### src/hw/rtl/stf_pkg.sv
// Package for the strip/fan to triangle list converter: constants, types and helpers.
package stf_pkg;

  localparam int unsigned WORD_BITS   = 32;
  localparam int unsigned INDEX_BITS  = 16;
  localparam int unsigned OUT_IDX_W   = 16;
  localparam int unsigned COUNT_W     = 31;

  localparam logic [1:0] REC_LAST_WORD = 2'd2;

  localparam logic [1:0] SEEN_NONE  = 2'd0;
  localparam logic [1:0] SEEN_ONE   = 2'd1;
  localparam logic [1:0] SEEN_TWO   = 2'd2;

  localparam logic [COUNT_W-1:0] COUNT_MAX = {COUNT_W{1'b1}};

  typedef logic [OUT_IDX_W-1:0] idx_t;

  typedef struct packed {
    logic end_of_list;
    idx_t index_a;
    idx_t index_b;
    idx_t index_c;
  } tri_t;

  typedef struct packed {
    logic emit;
    tri_t data;
  } res_t;

  // Low INDEX_BITS of the word, kept to the output index width.
  function automatic idx_t take_index(input logic [WORD_BITS-1:0] w);
    idx_t r;
    r = '0;
    for (int i = 0; i < int'(OUT_IDX_W); i++) begin
      if (i < int'(INDEX_BITS)) begin
        r[i] = w[i];
      end
    end
    return r;
  endfunction

endpackage

### src/hw/rtl/stf_word_if.sv
// Input channel interface: one stream word per item.
interface stf_word_if;
  logic                              valid;
  logic                              ready;
  logic signed [stf_pkg::WORD_BITS-1:0] word;

  modport source (output valid, output word, input ready);
  modport sink   (input valid, input word, output ready);
endinterface

### src/hw/rtl/stf_tri_if.sv
// Result channel interface: one triangle or end marker per item.
interface stf_tri_if;
  logic          valid;
  logic          ready;
  logic          end_of_list;
  stf_pkg::idx_t index_a;
  stf_pkg::idx_t index_b;
  stf_pkg::idx_t index_c;

  modport source (output valid, output end_of_list, output index_a, output index_b,
                  output index_c, input ready);
  modport sink   (input valid, input end_of_list, input index_a, input index_b,
                  input index_c, output ready);
endinterface

### src/hw/rtl/stf_ctrl.sv
// Command/record parser state and triangle assembly for each accepted item.
module stf_ctrl (
  input  logic                          clk,
  input  logic                          rst_n,
  input  logic                          accept,
  input  logic [stf_pkg::WORD_BITS-1:0] word,
  output stf_pkg::res_t                 res
);

  logic                         in_prim_r, in_prim_nxt;
  logic                         fan_r, fan_nxt;
  logic [stf_pkg::COUNT_W-1:0]  left_r, left_nxt;
  logic [1:0]                   wir_r, wir_nxt;
  logic [1:0]                   seen_r, seen_nxt;
  stf_pkg::idx_t                anchor_r, anchor_nxt;
  stf_pkg::idx_t                recent_r, recent_nxt;

  logic [stf_pkg::WORD_BITS-1:0] mag;
  logic [stf_pkg::COUNT_W-1:0]   left_dec;
  stf_pkg::idx_t                 idx;

  always_comb begin
    in_prim_nxt = in_prim_r;
    fan_nxt     = fan_r;
    left_nxt    = left_r;
    wir_nxt     = wir_r;
    seen_nxt    = seen_r;
    anchor_nxt  = anchor_r;
    recent_nxt  = recent_r;
    res         = '0;
    mag         = ~word + {{(stf_pkg::WORD_BITS-1){1'b0}}, 1'b1};
    left_dec    = (left_r != '0) ? left_r - {{(stf_pkg::COUNT_W-1){1'b0}}, 1'b1} : '0;
    idx         = stf_pkg::take_index(word);
    if (accept) begin
      if (!in_prim_r) begin
        if (word == '0) begin
          res.emit             = 1'b1;
          res.data.end_of_list = 1'b1;
        end else begin
          if (word[stf_pkg::WORD_BITS-1]) begin
            fan_nxt  = 1'b1;
            left_nxt = mag[stf_pkg::WORD_BITS-1] ? stf_pkg::COUNT_MAX
                                                 : mag[stf_pkg::COUNT_W-1:0];
          end else begin
            fan_nxt  = 1'b0;
            left_nxt = word[stf_pkg::COUNT_W-1:0];
          end
          wir_nxt     = '0;
          seen_nxt    = stf_pkg::SEEN_NONE;
          in_prim_nxt = 1'b1;
        end
      end else if (wir_r != stf_pkg::REC_LAST_WORD) begin
        wir_nxt = wir_r + 2'd1;
      end else begin
        wir_nxt = '0;
        case (seen_r)
          stf_pkg::SEEN_NONE: begin
            anchor_nxt = idx;
            seen_nxt   = stf_pkg::SEEN_ONE;
          end
          stf_pkg::SEEN_ONE: begin
            recent_nxt = idx;
            seen_nxt   = stf_pkg::SEEN_TWO;
          end
          default: begin
            res.emit         = 1'b1;
            res.data.index_a = anchor_r;
            res.data.index_b = recent_r;
            res.data.index_c = idx;
            if (!fan_r) begin
              anchor_nxt = recent_r;
            end
            recent_nxt = idx;
          end
        endcase
        left_nxt    = left_dec;
        in_prim_nxt = (left_dec != '0);
      end
    end
  end

  always_ff @(posedge clk) begin
    if (!rst_n) begin
      in_prim_r <= 1'b0;
      fan_r     <= 1'b0;
      left_r    <= '0;
      wir_r     <= '0;
      seen_r    <= stf_pkg::SEEN_NONE;
      anchor_r  <= '0;
      recent_r  <= '0;
    end else begin
      in_prim_r <= in_prim_nxt;
      fan_r     <= fan_nxt;
      left_r    <= left_nxt;
      wir_r     <= wir_nxt;
      seen_r    <= seen_nxt;
      anchor_r  <= anchor_nxt;
      recent_r  <= recent_nxt;
    end
  end

endmodule

### src/hw/rtl/stf_out_reg.sv
// Result register: holds one finished item until the sink takes it.
module stf_out_reg (
  input  logic          clk,
  input  logic          rst_n,
  input  stf_pkg::res_t res,
  output logic          load_ok,
  stf_tri_if.source     out_ch
);

  logic          valid_r, valid_nxt;
  stf_pkg::tri_t tri_r, tri_nxt;

  always_comb begin
    load_ok   = !valid_r || out_ch.ready;
    valid_nxt = valid_r;
    tri_nxt   = tri_r;
    if (load_ok) begin
      valid_nxt = res.emit;
      tri_nxt   = res.data;
    end
  end

  always_ff @(posedge clk) begin
    if (!rst_n) begin
      valid_r <= 1'b0;
    end else begin
      valid_r <= valid_nxt;
    end
  end

  always_ff @(posedge clk) begin
    tri_r <= tri_nxt;
  end

  assign out_ch.valid       = valid_r;
  assign out_ch.end_of_list = tri_r.end_of_list;
  assign out_ch.index_a     = tri_r.index_a;
  assign out_ch.index_b     = tri_r.index_b;
  assign out_ch.index_c     = tri_r.index_c;

endmodule

### src/hw/rtl/strip_fan_to_triangle_list.sv
// Top level of the strip/fan to triangle list converter.
// Takes one stream word per cycle: a command (zero ends the list, negative starts a fan,
// positive a strip, magnitude is the vertex count), then three-word vertex records whose
// third word is the index. Each vertex after the second gives one triangle on the result
// channel in the cycle after its index word is accepted; the terminator gives an end marker
// with zero indices. Input is taken every cycle while the result register is empty or
// being drained, so throughput is one word per cycle, set by the single result register.
module strip_fan_to_triangle_list (
  input logic       clk,
  input logic       rst_n,
  stf_word_if.sink  in_ch,
  stf_tri_if.source out_ch
);

  stf_pkg::res_t res;
  logic          load_ok;

  assign in_ch.ready = load_ok;

  stf_ctrl u_ctrl (
    .clk    (clk),
    .rst_n  (rst_n),
    .accept (in_ch.valid && load_ok),
    .word   (in_ch.word),
    .res    (res)
  );

  stf_out_reg u_out (
    .clk     (clk),
    .rst_n   (rst_n),
    .res     (res),
    .load_ok (load_ok),
    .out_ch  (out_ch)
  );

endmodule

### src/flat_wrapper.sv
// flat-port wrapper written by rule: the top's interface ports become plain ports
module strip_fan_to_triangle_list_flat 
  (clk, rst_n, in_ch_valid, in_ch_word, in_ch_ready, out_ch_valid, out_ch_end_of_list, out_ch_index_a, out_ch_index_b, out_ch_index_c, out_ch_ready);
  stf_word_if in_ch_i ();
  stf_tri_if out_ch_i ();
  input logic clk;
  input logic rst_n;
  input wire logic [$bits(in_ch_i.valid)-1:0] in_ch_valid;
  input wire logic [$bits(in_ch_i.word)-1:0] in_ch_word;
  output wire logic [$bits(in_ch_i.ready)-1:0] in_ch_ready;
  output wire logic [$bits(out_ch_i.valid)-1:0] out_ch_valid;
  output wire logic [$bits(out_ch_i.end_of_list)-1:0] out_ch_end_of_list;
  output wire logic [$bits(out_ch_i.index_a)-1:0] out_ch_index_a;
  output wire logic [$bits(out_ch_i.index_b)-1:0] out_ch_index_b;
  output wire logic [$bits(out_ch_i.index_c)-1:0] out_ch_index_c;
  input wire logic [$bits(out_ch_i.ready)-1:0] out_ch_ready;
  assign in_ch_i.valid = in_ch_valid;
  assign in_ch_i.word = in_ch_word;
  assign in_ch_ready = in_ch_i.ready;
  assign out_ch_valid = out_ch_i.valid;
  assign out_ch_end_of_list = out_ch_i.end_of_list;
  assign out_ch_index_a = out_ch_i.index_a;
  assign out_ch_index_b = out_ch_i.index_b;
  assign out_ch_index_c = out_ch_i.index_c;
  assign out_ch_i.ready = out_ch_ready;
  strip_fan_to_triangle_list u_core (.clk(clk), .rst_n(rst_n), .in_ch(in_ch_i), .out_ch(out_ch_i));
endmodule
### config.mk
export PLATFORM = sky130hd
export DESIGN_NAME = strip_fan_to_triangle_list_flat
export DESIGN_NICKNAME = d
export VERILOG_FILES = /design/src/hw/rtl/stf_pkg.sv /design/src/hw/rtl/stf_word_if.sv /design/src/hw/rtl/stf_tri_if.sv /design/src/hw/rtl/stf_ctrl.sv /design/src/hw/rtl/stf_out_reg.sv /design/src/hw/rtl/strip_fan_to_triangle_list.sv /design/src/flat_wrapper.sv
export SDC_FILE = /design/constraint.sdc
export NUM_CORES = 1
export LEC_CHECK = 0
export BUFFER_PORTS_ARGS = -buffer_cell sky130_fd_sc_hd__buf_2
export CELL_PAD_IN_SITES_DETAIL_PLACEMENT = 1
export CELL_PAD_IN_SITES_GLOBAL_PLACEMENT = 1
export CORE_AREA = 2 2 127 129
export CTS_BUF_LIST = sky130_fd_sc_hd__clkbuf_16
export DETAILED_ROUTE_END_ITERATION = 16
export DIE_AREA = 0 0 129 131
export PLACE_DENSITY_LB_ADDON = 0.3
export SYNTH_ARGS = -nofsm -noshare
export SYNTH_HDL_FRONTEND = slang
export SYNTH_SLANG_ARGS = --single-unit
### constraint.sdc
create_clock -name clk -period 4.1 [get_ports clk]
set_clock_uncertainty 0.05 [all_clocks]
set_input_delay 0.615 -clock clk [delete_from_list [all_inputs] [get_ports clk]]
set_output_delay 0.615 -clock clk [all_outputs]
set_load 0.005 [all_outputs]
==> report_table.html, run 1 <==
<table>
<tr><th>Metric</th><th>Value</th></tr>
<tr><th colspan="2">Yosys</th></tr>
<tr><td>Number of distinct standard cells referenced by the synthesized netlist</td><td>64</td></tr>
<tr><td>Post-synthesis register bit count</td><td>119</td></tr>
<tr><td>Dominant cells by area after synthesis</td><td>edfxtp_1, dfxtp_1, nand2_1</td></tr>
<tr><td>Synthesized net count</td><td>754</td></tr>
<tr><td>Cell type contributing the most total cell area after synthesis</td><td>edfxtp_1</td></tr>
<tr><td>Synth top area share</td><td>23.2%</td></tr>
<tr><td>Count of flip-flops with a built-in enable after synthesis</td><td>49</td></tr>
<tr><td>Fraction of the yosys area taken by sequential cells</td><td>45.2%</td></tr>
<tr><td>Ys async rst share</td><td>0%</td></tr>
<tr><td>Mean Syn Cell Area</td><td>8.88 um2</td></tr>
<tr><td>Post-synthesis instance total</td><td>716</td></tr>
<tr><td>Syn. warnings</td><td>0</td></tr>
<tr><td>Synthesized cell area</td><td>0.00635 mm2</td></tr>
<tr><td>Top FF cell, synth</td><td>dfxtp_1</td></tr>
<tr><th colspan="2">Timing</th></tr>
<tr><td>Crit path time final</td><td>3.18 ns</td></tr>
<tr><td>Setup TNS</td><td>0 ns</td></tr>
<tr><td>Setup repair after global routing missed its margin</td><td>no</td></tr>
<tr><td>Max_slew headroom</td><td>19.3%</td></tr>
<tr><td>Final Max Slew Viols</td><td>0</td></tr>
<tr><td>Hold violation total from the final report</td><td>0</td></tr>
<tr><td>Count of final setup violators</td><td>0</td></tr>
<tr><td>Transition time at the pin with the least slew margin</td><td>1.20 ns</td></tr>
<tr><td>Highest Clock Rate</td><td>314 MHz</td></tr>
<tr><td>Period Utilization, post-route</td><td>77.6%</td></tr>
<tr><th colspan="2">Route</th></tr>
<tr><td>Length of the first detailed-routing pass in iterations</td><td>4</td></tr>
<tr><td>Via total after detailed routing</td><td>5860</td></tr>
<tr><td>Aggregate routed wire length</td><td>20.5 mm</td></tr>
<tr><td>Violation count after the first detailed-route iteration</td><td>478</td></tr>
<tr><td>Number of vias per cell</td><td>5.84</td></tr>
<tr><td>Antenna Nets Post-Route</td><td>0</td></tr>
<tr><td>Wire length per cell</td><td>20.4 um</td></tr>
<tr><td>DRC</td><td>0</td></tr>
<tr><th colspan="2">Power and ir drop</th></tr>
<tr><td>Proportion of power drawn by the clock network</td><td>45.5%</td></tr>
<tr><td>Int Power</td><td>0.00236 W</td></tr>
<tr><td>Sw power</td><td>0.000975 W</td></tr>
<tr><td>Worst ir drop on vdd</td><td>0.309 mV</td></tr>
<tr><td>Fraction of power consumed by combinational cells</td><td>15.1%</td></tr>
<tr><td>Static leakage</td><td>3.07 nW</td></tr>
<tr><td>Portion of total power attributed to sequential cells</td><td>39.4%</td></tr>
<tr><td>Sw Ratio</td><td>29.3%</td></tr>
<tr><td>Power density over cell area</td><td>443 mW/mm2</td></tr>
<tr><th colspan="2">Clock tree</th></tr>
<tr><td>Reg clk slew, reported paths</td><td>0.06 ns</td></tr>
<tr><td>Hold buffer count at CTS</td><td>0</td></tr>
<tr><td>Number of buffers added for setup after CTS</td><td>0</td></tr>
<tr><td>Number of buffers inserted during clock tree synthesis</td><td>17</td></tr>
<tr><td>TritonCTS clock tree</td><td>built</td></tr>
<tr><td>Latest clock arrival within the worst-skew pair</td><td>0.42 ns</td></tr>
<tr><td>Total of cells resized after clock tree synthesis</td><td>0</td></tr>
<tr><td>Maximum clock insertion buffer count</td><td>2</td></tr>
<tr><td>Cell at the root of the clock tree</td><td>clkbuf_16</td></tr>
<tr><td>Number of levels in the clock H-tree</td><td>4</td></tr>
<tr><td>Number of sinks handled by clock tree synthesis</td><td>119</td></tr>
<tr><th colspan="2">Worst setup path</th></tr>
<tr><td>R2R setup slack</td><td>0.92 ns</td></tr>
<tr><td>Cell with the largest stage delay on the worst path</td><td>and3_1</td></tr>
<tr><td>Endpoint required time on the critical path</td><td>4.33 ns</td></tr>
<tr><td>Worst reg2reg startpoint</td><td>u_core.u_ctrl.left_r[0]</td></tr>
<tr><td>Category of the worst setup path launch point</td><td>register</td></tr>
<tr><td>Largest incremental delay on the critical path</td><td>0.71 ns</td></tr>
<tr><td>WS Path Type</td><td>register to register</td></tr>
<tr><td>Data arrival time of the worst path</td><td>3.41 ns</td></tr>
<tr><td>Nature of the critical path endpoint</td><td>register</td></tr>
<tr><td>Series of cell instances along the critical path</td><td>inv_1 &gt; ha_1 &gt; nor4b_1 &gt; and4_1 &gt; and3_1 &gt; o31ai_1 &gt; a22o_1 &gt; a22oi_1 &gt; nor2_1</td></tr>
<tr><td>Reg2Reg Capture Point</td><td>u_core.u_ctrl.left_r[5]</td></tr>
<tr><td>Count of cells along the worst register-to-register path</td><td>9</td></tr>
<tr><td>Maximum fanout along the worst path</td><td>21</td></tr>
<tr><td>Worst Setup SP</td><td>u_core.u_ctrl.left_r[0]</td></tr>
<tr><td>Capturing element of the worst setup path</td><td>u_core.u_ctrl.left_r[5]</td></tr>
<tr><th colspan="2">GRT</th></tr>
<tr><td>Pin count of the biggest net entering global routing</td><td>64</td></tr>
<tr><td>Via count of the first global-routing pass</td><td>5832</td></tr>
<tr><td>Global-route wire length before repair</td><td>32.9 mm</td></tr>
<tr><td>GRT overflow</td><td>0</td></tr>
<tr><td>Initial antenna violation count</td><td>0</td></tr>
<tr><td>Global-route usage over all layers</td><td>25.2%</td></tr>
<tr><th colspan="2">Die</th></tr>
<tr><td>Die Area</td><td>0.0169 mm2</td></tr>
<tr><td>Boundary Pins</td><td>87</td></tr>
<tr><td>Core area</td><td>0.0156 mm2</td></tr>
<tr><td>Height of the chip</td><td>131 um</td></tr>
<tr><td>Starting utilization of the core area</td><td>40.7%</td></tr>
<tr><td>Die outline width</td><td>129 um</td></tr>
<tr><td>Number of rows created at floorplan</td><td>46</td></tr>
<tr><th colspan="2">Placement</th></tr>
<tr><td>Quantity of I/O buffers inserted on ports</td><td>86</td></tr>
<tr><td>Cell Area, Placed</td><td>0.00692 mm2</td></tr>
<tr><td>Final weighted congestion in routability-driven placement</td><td>0.869</td></tr>
<tr><td>HPWL after DPL</td><td>14.2 mm</td></tr>
<tr><th colspan="2">Layout</th></tr>
<tr><td>Most frequent standard cell in the layout excluding fill and tap cells</td><td>nand2_1</td></tr>
<tr><td>Layout Area Growth over Synthesis</td><td>18.2%</td></tr>
<tr><td>Antenna fix cells</td><td>0</td></tr>
<tr><td>Finished Core Util</td><td>48.2%</td></tr>
<tr><td>Number of nets in the layout</td><td>813</td></tr>
<tr><td>Commonest non-fill, non-tap cells in the layout</td><td>nand2_1, buf_2, dfxtp_1</td></tr>
<tr><td>Share of final-layout standard cells stronger than drive strength 1</td><td>20.1%</td></tr>
<tr><td>Final Instance Area</td><td>0.00751 mm2</td></tr>
<tr><td>Count of filler cells inserted in the layout</td><td>1811</td></tr>
<tr><th colspan="2">Outcome</th></tr>
<tr><td>Run status</td><td>finished, final reports clean</td></tr>
<tr><th colspan="2">Job</th></tr>
<tr><td>Max-capacitance violation count</td><td>0</td></tr>
<tr><th colspan="2">Hold path</th></tr>
<tr><td>Worst min path class</td><td>register to register</td></tr>
<tr><td>Startpoint of the most critical hold path</td><td>u_core.u_ctrl.recent_r[1]</td></tr>
</table>
==> worst min path at each step <==
stage | slack, ns | cells past startpoint | endpoint
2_1_floorplan | 0.39 | 2 | u_core.u_ctrl.wir_r[1]
3_3_place_gp | 0.40 | 2 | u_core.u_ctrl.wir_r[1]
3_5_place_dp | 0.41 | 2 | u_core.u_ctrl.recent_r[0]
4_1_cts | 0.42 | 2 | u_core.u_ctrl.recent_r[1]
5_1_grt | 0.44 | 2 | u_core.u_ctrl.recent_r[1]
6_report | 0.42 | 2 | u_core.u_ctrl.recent_r[1]
==> routing by layer <==
metal	wire length, um	up-vias	GRT usage, %
met5	0	-	0
met4	459	0	9.14
met3	932	39	4.89
met2	10200	184	43.3
met1	8840	2880	31.6
li1	-	2757	-
==> cells in the mapped netlist, types with 3 or more instances <==
cell,instances
a21o_1,3
edfxtp_1,49
and2_1,3
a221oi_1,4
a311oi_1,16
o41ai_1,5
xnor2_1,33
inv_1,7
o21ai_0,47
and3_1,48
or3_1,11
a21oi_1,52
nor3_1,16
o31ai_1,16
nand3b_1,3
a31o_2,3
nor4_1,9
buf_2,11
nand2b_1,5
xor2_1,15
nor2_1,52
nand4b_1,3
clkbuf_1,49
mux2_2,3
a31oi_1,5
nand2_1,92
nand3_1,13
o211ai_1,11
nand4_1,6
or4_1,8
dfxtp_1,70
a22o_1,3
==> area by class of cell <==
| type | count | area, um2 | area share (%) |
|---|---|---|---|
| multi-input combinational | 526 | 3190 | 42.4 |
| sequential | 119 | 2870 | 38.2 |
| inverter | 8 | 30.0 | 0.400 |
| tap | 216 | 270 | 3.60 |
| clock inverter | 15 | 168 | 2.23 |
| clock buffer | 17 | 425 | 5.66 |
| timing repair buffer | 103 | 558 | 7.43 |
==> logic make-up (layout without fill, tap and decap cells) <==
family	count (synthesis)	count (layout)	share of synthesized area [%]
AND/OR/NAND/NOR	287	287	23.4
AO/OA/AOI/OAI	185	185	19.0
flip-flops	119	119	45.2
buffers and inverters	71	143	4.71
XOR/XNOR	48	48	6.62
multiplexers	4	4	0.689
adder cells (fa/ha/maj)	2	2	0.394
==> sequential cells by signal, indices dropped and copies added (netlist names) <==
| name | flops |
|---|---|
| u_core.u_ctrl.anchor_r | 16 |
| u_core.u_ctrl.seen_r | 2 |
| u_core.u_out.out_ch.end_of_list | 1 |
| u_core.u_ctrl.in_prim_r | 1 |
| u_core.u_ctrl.fan_r | 1 |
| u_core.u_out.out_ch.valid | 1 |
| u_core.u_ctrl.recent_r | 16 |
| u_core.u_ctrl.wir_r | 2 |
| u_core.u_out.out_ch.index_a | 16 |
| u_core.u_out.out_ch.index_b | 16 |
| u_core.u_out.out_ch.index_c | 16 |
| u_core.u_ctrl.left_r | 31 |
==> stage by stage <==
step	instances	hold slack [ns]	power (W)	worst slack, ns
floorplan	716	0.385	0.00167	0.617
global placement	972	0.397	0.00181	0.667
detailed placement	972	0.410	0.00183	0.593
CTS	1004	0.420	0.00335	0.953
global route	1004	0.436	0.00347	0.646
finish	1004	0.418	0.00333	0.919
==> worst max-delay path: cells and delay by family, from the launching register on <==
family	cells	cell delay, ns
AO/OA/AOI/OAI	3	0.55
adder cells (fa/ha/maj)	1	0.25
buffers and inverters	1	0.09
flip-flops	1	0.34
AND/OR/NAND/NOR	4	1.74
==> power groups by stage <==
stage,clock (W),sequential (W),combinational [W]
after CTS,0.00154,0.00131,0.000498
after global placement,0,0.00133,0.000481
final,0.00152,0.00131,0.000503
after floorplan,0,0.00130,0.000362
after global routing,0.00160,0.00132,0.000555
after detailed placement,0,0.00134,0.000491
(Power assumes the default switching activity.)
==> run 2: changes to the inputs <==
clock period = 3.2 ns   (was 4.1 ns; I/O delays follow)
==> report_table.html, run 2 (synthesis results as in run 1) <==
<table>
<tr><th>Metric</th><th>Value</th></tr>
<tr><th colspan="2">Outcome</th></tr>
<tr><td>Run status</td><td>finished, final reports clean</td></tr>
<tr><th colspan="2">Worst setup path</th></tr>
<tr><td>Data arrival time of the worst path</td><td>3.08 ns (-0.33 ns)</td></tr>
<tr><td>Maximum fanout along the worst path</td><td>8 (-62%)</td></tr>
<tr><td>WS Path Type</td><td>primary input to register</td></tr>
<tr><td>Nature of the critical path endpoint</td><td>register</td></tr>
<tr><td>Capturing element of the worst setup path</td><td>u_core.u_ctrl.left_r[24]</td></tr>
<tr><td>Worst reg2reg startpoint</td><td>u_core.u_ctrl.left_r[0]</td></tr>
<tr><td>R2R setup slack</td><td>0.41 ns (-0.51 ns)</td></tr>
<tr><td>Worst Setup SP</td><td>in_ch_word[0]</td></tr>
<tr><td>Endpoint required time on the critical path</td><td>3.46 ns (-0.87 ns)</td></tr>
<tr><td>Reg2Reg Capture Point</td><td>u_core.u_ctrl.in_prim_r</td></tr>
<tr><td>Category of the worst setup path launch point</td><td>primary input</td></tr>
<tr><td>Count of cells along the worst register-to-register path</td><td>8 (-1)</td></tr>
<tr><th colspan="2">Clock tree</th></tr>
<tr><td>Cell at the root of the clock tree</td><td>clkbuf_16</td></tr>
<tr><td>Hold buffer count at CTS</td><td>0 (unchanged)</td></tr>
<tr><td>Latest clock arrival within the worst-skew pair</td><td>0.42 ns (about the same)</td></tr>
<tr><td>Number of buffers added for setup after CTS</td><td>0 (unchanged)</td></tr>
<tr><td>TritonCTS clock tree</td><td>built</td></tr>
<tr><td>Total of cells resized after clock tree synthesis</td><td>0 (unchanged)</td></tr>
<tr><td>Reg clk slew, reported paths</td><td>0.06 ns (about the same)</td></tr>
<tr><td>Maximum clock insertion buffer count</td><td>2 (unchanged)</td></tr>
<tr><td>Number of sinks handled by clock tree synthesis</td><td>119 (unchanged)</td></tr>
<tr><td>Number of levels in the clock H-tree</td><td>4 (unchanged)</td></tr>
<tr><td>Number of buffers inserted during clock tree synthesis</td><td>17 (unchanged)</td></tr>
<tr><th colspan="2">Route</th></tr>
<tr><td>Antenna Nets Post-Route</td><td>0 (unchanged)</td></tr>
<tr><td>Violation count after the first detailed-route iteration</td><td>404 (-15%)</td></tr>
<tr><td>Wire length per cell</td><td>20.5 um (+0.69%)</td></tr>
<tr><td>Length of the first detailed-routing pass in iterations</td><td>5 (+1)</td></tr>
<tr><td>Number of vias per cell</td><td>5.83 (-0.11%)</td></tr>
<tr><td>DRC</td><td>0 (unchanged)</td></tr>
<tr><td>Aggregate routed wire length</td><td>21.2 mm (+3.4%)</td></tr>
<tr><td>Via total after detailed routing</td><td>6011 (+2.6%)</td></tr>
<tr><th colspan="2">Placement</th></tr>
<tr><td>HPWL after DPL</td><td>14.9 mm (+4.9%)</td></tr>
<tr><td>Final weighted congestion in routability-driven placement</td><td>0.892 (+2.5%)</td></tr>
<tr><td>Quantity of I/O buffers inserted on ports</td><td>86 (unchanged)</td></tr>
<tr><th colspan="2">Die</th></tr>
<tr><td>Height of the chip</td><td>131 um (unchanged)</td></tr>
<tr><td>Boundary Pins</td><td>87 (unchanged)</td></tr>
<tr><td>Die Area</td><td>0.0169 mm2 (unchanged)</td></tr>
<tr><td>Starting utilization of the core area</td><td>40.7% (unchanged)</td></tr>
<tr><td>Number of rows created at floorplan</td><td>46 (unchanged)</td></tr>
<tr><td>Core area</td><td>0.0156 mm2 (unchanged)</td></tr>
<tr><td>Die outline width</td><td>129 um (unchanged)</td></tr>
<tr><th colspan="2">GRT</th></tr>
<tr><td>Initial antenna violation count</td><td>0 (unchanged)</td></tr>
<tr><td>Pin count of the biggest net entering global routing</td><td>68 (+6.3%)</td></tr>
<tr><td>Global-route usage over all layers</td><td>25.5% (+0.34 points)</td></tr>
<tr><td>Global-route wire length before repair</td><td>33.3 mm (+1.4%)</td></tr>
<tr><td>Via count of the first global-routing pass</td><td>6067 (+4.0%)</td></tr>
<tr><td>GRT overflow</td><td>0 (unchanged)</td></tr>
<tr><th colspan="2">Timing</th></tr>
<tr><td>Transition time at the pin with the least slew margin</td><td>0.837 ns (-0.366 ns)</td></tr>
<tr><td>Period Utilization, post-route</td><td>88.3%</td></tr>
<tr><td>Final Max Slew Viols</td><td>0 (unchanged)</td></tr>
<tr><td>Setup repair after global routing missed its margin</td><td>no</td></tr>
<tr><td>Crit path time final</td><td>2.83 ns</td></tr>
<tr><td>Highest Clock Rate</td><td>354 MHz</td></tr>
<tr><td>Hold violation total from the final report</td><td>0 (unchanged)</td></tr>
<tr><td>Max_slew headroom</td><td>44.2% (+25 points)</td></tr>
<tr><td>Count of final setup violators</td><td>0 (unchanged)</td></tr>
<tr><th colspan="2">Layout</th></tr>
<tr><td>Largest register FFs</td><td>31 (unchanged)</td></tr>
<tr><td>Share of final-layout standard cells stronger than drive strength 1</td><td>22.7% (+2.6 points)</td></tr>
<tr><td>Number of nets in the layout</td><td>840 (+3.3%)</td></tr>
<tr><td>Finished Core Util</td><td>49.9% (+1.7 points)</td></tr>
<tr><td>Register with the most flip-flops</td><td>u_core.u_ctrl.left_r</td></tr>
<tr><td>Layout Area Growth over Synthesis</td><td>22.4%</td></tr>
<tr><td>Commonest non-fill, non-tap cells in the layout</td><td>nand2_1, buf_2, dfxtp_1</td></tr>
<tr><td>Most frequent standard cell in the layout excluding fill and tap cells</td><td>nand2_1</td></tr>
<tr><td>Antenna fix cells</td><td>0 (unchanged)</td></tr>
<tr><th colspan="2">Power and ir drop</th></tr>
<tr><td>Power density over cell area</td><td>568 mW/mm2 (+28%)</td></tr>
<tr><td>Total design power</td><td>0.00441 W (+32%)</td></tr>
<tr><td>Static leakage</td><td>3.23 nW (+5.1%)</td></tr>
<tr><td>Worst ir drop on vdd</td><td>0.351 mV (+14%)</td></tr>
<tr><th colspan="2">Hold path</th></tr>
<tr><td>Worst min path class</td><td>primary input to register</td></tr>
<tr><th colspan="2">Job</th></tr>
<tr><td>Max-capacitance violation count</td><td>0 (unchanged)</td></tr>
</table>
## run 2: cell types whose count changed in the layout (fill, tap and decap cells not counted), sizes merged
cell	change
inv	-3
bufinv	+2
clkinv	+2
buf	+27
clkinvlp	-1
## run 2: worst min-delay path by stage
stage	from	end	slack, ns	cells after the start
after global routing	in_ch_valid	u_core.u_out.out_ch.valid	0.32	3
final	in_ch_valid	u_core.u_out.out_ch.valid	0.32	3
after floorplan	u_core.u_ctrl.wir_r[1]	u_core.u_ctrl.wir_r[1]	0.39	2
after global placement	u_core.u_ctrl.wir_r[1]	u_core.u_ctrl.wir_r[1]	0.39	2
after CTS	in_ch_valid	u_core.u_out.out_ch.valid	0.32	3
after detailed placement	u_core.u_ctrl.recent_r[10]	u_core.u_ctrl.recent_r[10]	0.41	2
## run 2: area by class of cell
class	instances	area (um2)
Multi-Input combinational cell	526	3190
Timing Repair Buffer	130	786
Inverter	8	30.0
Clock inverter	15	200
Sequential cell	119	2870
Fill cell	1808	7820
Tap cell	216	270
Clock buffer	17	425
## run 2: stage by stage
step | instance area (um2) | TNS, ns | std cells | hold slack [ns] | worst slack (ns)
CTS | 7760 | 0 | 1030 | 0.316 | 0.403
detailed placement | 7140 | -0.0204 | 998 | 0.405 | -0.0204
global placement | 7140 | 0 | 998 | 0.394 | 0.0483
finish | 7780 | 0 | 1031 | 0.323 | 0.375
global route | 7780 | 0 | 1031 | 0.322 | 0.0890
floorplan | 6360 | 0 | 716 | 0.385 | 0.281
## run 2: report_power, final
part / internal (W) / switching [W] / total [W]
Clock: 0.00131 / 0.000733 / 0.00204
Sequential: 0.00161 / 0.0000712 / 0.00168
Combinational: 0.000277 / 0.000416 / 0.000692
Total: 0.00319 / 0.00122 / 0.00441
## run 2: worst max-delay path: stages
cell and delay (ns):
buf_2 0.12, inv_1 0.08, ha_1 0.17, or3b_2 0.46, or4_1 0.56, buf_4 0.21, or2_1 0.31, o21ai_1 0.19
xor2_1 0.18, a221oi_1 0.11, a31o_2 0.22
## run 2: per-layer routing
| layer | track usage [%] | share of wire, % | wire [um] | vias to the layer above |
|---|---|---|---|---|
| li1 | - | - | - | 2810 |
| met1 | 32.7 | 45 | 9440 | 3002 |
| met2 | 44.1 | 50 | 10500 | 169 |
| met3 | 4.32 | 3.8 | 813 | 30 |
| met4 | 8.12 | 1.9 | 396 | 0 |
| met5 | 0 | 0 | 0 | - |
